[src/rtl/core/wsp_pkg.sv]
`default_nettype none
package wsp_pkg;

  // Fixed-point format
  localparam int FRAC_BITS = 16;
  localparam int WORD_W    = 32;
  localparam int ACC_W     = WORD_W + 3;
  localparam int QUO_W     = FRAC_BITS + 1;
  localparam int NDC_W     = FRAC_BITS + 3;
  localparam int DIM_W     = 14;
  localparam int SCL_W     = NDC_W + DIM_W + 1;

  // State memory: two sets of 64 words
  localparam int IDX_W     = 6;
  localparam int ADDR_W    = IDX_W + 1;
  localparam int MEM_DEPTH = 1 << ADDR_W;
  localparam int CAM_BASE  = 32;
  localparam int NUM_WORDS = 35;

  localparam logic SET_LIVE   = 1'b0;
  localparam logic SET_RENDER = 1'b1;

  // Request codes
  localparam logic [1:0] REQ_LOAD    = 2'd0;
  localparam logic [1:0] REQ_COMMIT  = 2'd1;
  localparam logic [1:0] REQ_PROJ_LV = 2'd2;
  localparam logic [1:0] REQ_PROJ_RD = 2'd3;

  // Status codes
  localparam logic [2:0] ST_VISIBLE  = 3'd0;
  localparam logic [2:0] ST_NO_CAM   = 3'd1;
  localparam logic [2:0] ST_BEHIND   = 3'd2;
  localparam logic [2:0] ST_W_ZERO   = 3'd3;
  localparam logic [2:0] ST_OUT_BND  = 3'd4;

  // Configuration register indexes
  localparam int CFG_IDX_W = 1;
  localparam logic [CFG_IDX_W-1:0] CFG_WIDTH  = 1'd0;
  localparam logic [CFG_IDX_W-1:0] CFG_HEIGHT = 1'd1;
  localparam logic [DIM_W-1:0] WIDTH_RST  = 14'd1920;
  localparam logic [DIM_W-1:0] HEIGHT_RST = 14'd1080;

  typedef struct packed {
    logic [1:0]               req_type;
    logic [IDX_W-1:0]         word_index;
    logic signed [WORD_W-1:0] word_value;
    logic signed [WORD_W-1:0] point_x;
    logic signed [WORD_W-1:0] point_y;
    logic signed [WORD_W-1:0] point_z;
    logic                     tight_limit;
  } in_word_t;

  typedef struct packed {
    logic signed [WORD_W-1:0] screen_x;
    logic signed [WORD_W-1:0] screen_y;
    logic [2:0]               status;
  } out_word_t;

  typedef enum logic [3:0] {
    S_IDLE, S_COPY, S_CWAIT, S_CAM, S_VIEW, S_VWAIT, S_PROJ, S_PWAIT,
    S_DSTART, S_DRUN, S_SCALE, S_FIN
  } state_t;

  typedef enum logic [2:0] {
    TAG_NONE, TAG_CAM, TAG_VIEW, TAG_PROJ, TAG_COPY
  } tag_t;

  // Saturate an accumulator to a word
  function automatic logic signed [WORD_W-1:0] sat_acc(input logic signed [ACC_W-1:0] v);
    logic signed [WORD_W-1:0] r;
    if (v > $signed(ACC_W'({1'b0, {(WORD_W-1){1'b1}}}))) begin
      r = {1'b0, {(WORD_W-1){1'b1}}};
    end else if (v < -$signed(ACC_W'({1'b1, {(WORD_W-1){1'b0}}}))) begin
      r = {1'b1, {(WORD_W-1){1'b0}}};
    end else begin
      r = v[WORD_W-1:0];
    end
    return r;
  endfunction

  // Saturate a scaled screen value to a word
  function automatic logic signed [WORD_W-1:0] sat_scl(input logic signed [SCL_W-1:0] v);
    logic signed [WORD_W-1:0] r;
    if (v > $signed(SCL_W'({1'b0, {(WORD_W-1){1'b1}}}))) begin
      r = {1'b0, {(WORD_W-1){1'b1}}};
    end else if (v < -$signed(SCL_W'({1'b1, {(WORD_W-1){1'b0}}}))) begin
      r = {1'b1, {(WORD_W-1){1'b0}}};
    end else begin
      r = v[WORD_W-1:0];
    end
    return r;
  endfunction

  // Magnitude of a signed word
  function automatic logic [WORD_W-1:0] mag(input logic signed [WORD_W-1:0] v);
    return v[WORD_W-1] ? WORD_W'(-v) : WORD_W'(v);
  endfunction

endpackage
`default_nettype wire

[src/rtl/core/wsp_div.sv]
`default_nettype none
// Restoring divider: quo = floor(num * 2^F / den), one bit a cycle.
// The caller guarantees num <= 1.5 den, so the quotient fits F+1 bits.
module wsp_div (
  input  logic                               clk,
  input  logic                               rst,
  input  logic                               start,
  input  logic [wsp_pkg::WORD_W-1:0]         num,
  input  logic [wsp_pkg::WORD_W-1:0]         den,
  output logic                               busy,
  output logic [wsp_pkg::QUO_W-1:0]          quo
);
  import wsp_pkg::*;

  localparam int CNT_W = $clog2(QUO_W + 1);

  logic [WORD_W:0]      rem;
  logic [WORD_W-1:0]    dreg;
  logic [QUO_W-1:0]     bits;
  logic [CNT_W-1:0]     cnt;
  logic [WORD_W:0]      trial;

  assign trial = {rem[WORD_W-1:0], bits[QUO_W-1]};
  assign busy  = (cnt != '0);

  // control
  always_ff @(posedge clk) begin
    if (rst) begin
      cnt <= '0;
    end else if (start) begin
      cnt <= CNT_W'(QUO_W);
    end else if (busy) begin
      cnt <= cnt - 1'b1;
    end
  end

  // datapath
  always_ff @(posedge clk) begin
    if (start) begin
      rem  <= {2'b00, num[WORD_W-1:1]};
      bits <= {num[0], {(QUO_W-1){1'b0}}};
      dreg <= den;
      quo  <= '0;
    end else if (busy) begin
      bits <= {bits[QUO_W-2:0], 1'b0};
      if (trial >= {1'b0, dreg}) begin
        rem <= trial - {1'b0, dreg};
        quo <= {quo[QUO_W-2:0], 1'b1};
      end else begin
        rem <= trial;
        quo <= {quo[QUO_W-2:0], 1'b0};
      end
    end
  end

endmodule
`default_nettype wire

[config.mk]
export PLATFORM = sky130hd
export DESIGN_NAME = wsp_div
export DESIGN_NICKNAME = d
export VERILOG_FILES = /design/src/rtl/core/wsp_pkg.sv /design/src/rtl/core/wsp_div.sv
export SDC_FILE = /design/constraint.sdc
export NUM_CORES = 1
export LEC_CHECK = 0
export ABC_AREA = 1
export BUFFER_PORTS_ARGS = -buffer_cell sky130_fd_sc_hd__buf_4
export CORE_MARGIN = 4
export CORE_UTILIZATION = 27
export DETAILED_ROUTE_END_ITERATION = 8
export PLACE_DENSITY = 0.47
export SLEW_MARGIN = 5
export SYNTH_ARGS = -nofsm -noshare
export SYNTH_HDL_FRONTEND = slang
export SYNTH_SLANG_ARGS = --single-unit
[constraint.sdc]
create_clock -name clk -period 2.55 [get_ports clk]
set_input_delay 0.3825 -clock clk [delete_from_list [all_inputs] [get_ports clk]]
set_output_delay 0.3825 -clock clk [all_outputs]
set_load 0.05 [all_outputs]
==> impl_results.md <==
* #FFs+latches synth at 87
* Nature of the critical path startpoint: flop
* Mapped Area at 6010 um2
* Synthesized area per cell at 7.09 um2
* Root Driver: clkbuf_16
* Chip height at 157 um
* Met1 usage in global routing at 20.4%
* Share of the yosys chip area belonging to registers at 39.6%
* Std cell rows at 54
* WS Path Type: flop to flop
* Final Non-Filler Cells at 1230
* DR vias/cell at 4.27
* Diodes inserted at 0
* Final hold vios at 0
* Synth Area in Compound Gates at 6.22%
* Hold Path Class: input port to flop
* CTS tree: built
* Worst slew margin at 58.6%
* Max-cap viol count at 0
* Vias in the first global route at 5236
* Share of layout cells above drive strength 1 at 16.5%
* Critical Path End Type: flop
* Inserted Clock Buffers at 9
* Fmax at 422 MHz
* DR vias at 5258
* Worst Path Max Fanout at 3
* Post-layout net count at 1047
* Final min period at 2.37 ns
* DP Wirelength at 13600 um
* Multiplexer share of the synthesized area at 0%
* Largest net degree at the start of global routing at 41
* Clock buffer depth at 2
* Ys Warns at 0
* FF-to-FF Start: bits[16]
* Pre-CTS WS at 0.0414 ns
* CP startpoint: bits[16]
* CTS H-tree depth at 3
* Synth Area in Adders at 7.41%
* Dpl cells at 1212
* Max IR drop VDD at 0.000369 V
* Die area at 24700 um2
* Post-DRT Antenna Nets at 0
* Worst path required time at 2.67 ns
* Final WS setup at 0.179 ns
* Drt initial violations at 268
* Initial Utilization at 27.5%
* Mapped Nets at 950
* Initial antenna violation count at 0
* Ports at 85
* Syn Inst Count at 848
* Cts hold-fix bufs at 0
* Met2 GRT Util at 21.6%
* Register-to-register setup slack at 0.18 ns
* First-pass DRT Iterations at 4
* Worst Hold Launch: rst
* Global-route wire length before repair at 27500 um
* Final WL at 17100 um
* Fin. max-slew vios at 0
* Worst Path Arrival at 2.49 ns
* CTS Sinks at 87
* Synth Area in Simple Gates at 32.0%
* Met3 Use GR at 3.33%
* Commonest non-fill, non-tap cells in the layout: 320 x nand2_1, 165 x inv_1, 98 x buf_4
* I/O Buffers at 84
* Clock skew at 0.00966 ns
* Main combinational cell family by area after synthesis: simple AND/OR/NAND/NOR gates
* Yosys cell types at 31
* Chip width at 157 um
* RD Place Congestion at 0.890
* Leakage at 3.81 nW
* Routed length per instance at 13.9 um
* Insertion delay to the later sink of the worst-skew pair at 0.36 ns
* Power Density at 1120 nW/um2
* Number of setup violations in the final report at 0
* Outcome: finished clean
* Clock-pin slew of the registers on the worst-case setup and hold paths at 0.08 ns
* All-Layer GR Usage at 14.3%
* Post-Route Utilization at 34.0%
* Area Overhead vs Synth at 23.8%
* Gr ovfl total at 0
* DRC at 0
* Global route hottest layer: met2
* Overall Power at 8.35 mW
* Final Cycle Share at 93.0%
* Post-Synth XOR/XNOR Area at 2.48%
* Most common cell after layout, fill and taps aside: nand2_1
* Core area at 21900 um2
* Worst Tran Pin Value at 0.620 ns
==> logic make-up (layout without fill, tap and decap cells) <==
| group | count (synthesis) | count (layout) |
|---|---|---|
| simple gates | 460 | 460 |
| buf+inv | 186 | 288 |
| flops | 87 | 87 |
| compound gates | 63 | 63 |
| fa+ha+maj | 35 | 35 |
| xor+xnor | 17 | 17 |
==> synthesized netlist by cell type (all sizes together) <==
| cell type | n | area [um2] |
|---|---|---|
| clkinv | 2 | 7.51 |
| buf | 6 | 60.1 |
| nand3b | 7 | 52.6 |
| fa | 1 | 20.0 |
| inv | 169 | 634 |
| o22ai | 16 | 100 |
| ha | 34 | 425 |
| nand3 | 55 | 328 |
| a21boi | 1 | 18.8 |
| edfxtp | 64 | 1920 |
| and2 | 3 | 18.8 |
| nand2 | 328 | 1240 |
| a211oi | 1 | 7.51 |
| nor2 | 58 | 235 |
| o21bai | 6 | 45.0 |
| a21oi | 24 | 128 |
| o21ai | 15 | 75.1 |
| nand4 | 3 | 18.8 |
| clkbuf | 9 | 33.8 |
| dfxtp | 23 | 460 |
| xnor2 | 17 | 149 |
| nor3 | 6 | 30.0 |
==> stage by stage <==
stage / setup TNS, ns / hold WS [ns] / cell area, um2
finish: 0 / 0.181 / 7440
global route: -0.000763 / 0.174 / 7440
CTS: 0 / 0.163 / 7370
detailed placement: 0 / 0.468 / 7050
global placement: -0.00345 / 0.459 / 7050
floorplan: 0 / 0.460 / 6010
==> repair_timing <==
item,CTS,global route
setup endpoints to repair,0,29
endpoints found under the hold margin,0,0
resized for setup,0,16
setup buffers,0,2
==> layout make-up <==
class,instances,area [um2]
inverters,171,642
clock buffers,9,225
repair buffers,101,796
flip-flops and latches,87,2380
multi-input cells,575,2950
fillers,2430,14500
clock inverters,7,93.8
well taps,280,350
==> worst max-delay path, stage by stage, from the launching register on <==
cell and delay, ns:
edfxtp_1 0.36, inv_1 0.08, ha_1 0.14, inv_1 0.07, fa_1 0.42, nand3_1 0.11
nand3_1 0.16, nand2_1 0.11, nand2_1 0.19, nand2_1 0.14, nand2_1 0.06, nand2_1 0.07
nand3_2 0.08, nand3_1 0.09, nand2_1 0.06
==> sequential cells by signal, indices dropped and copies added (netlist names) <==
name,count
quo,17
cnt,5
rem,32
bits,1
dreg,32
==> layer usage <==
layer / vias up / wire, um
li1: 2828 / -
met1: 2333 / 8830
met2: 81 / 7290
met3: 16 / 704
met4: 0 / 313
met5: - / 0
==> power breakdown <==
group | total [mW] | switching (mW) | internal [mW]
Sequential | 2.13 | 0.192 | 1.94
Clock | 1.38 | 0.675 | 0.705
Combinational | 4.84 | 3.02 | 1.82
==> worst paths after layout <==
kind | endpoint | depth (start not counted)
setup reg to reg | rem[30] | 14
hold reg to reg | quo[16] | 2
hold / removal | cnt[3] | 2
setup / recovery | rem[30] | 14
No activity file was read; power rests on OpenSTA's default activity.
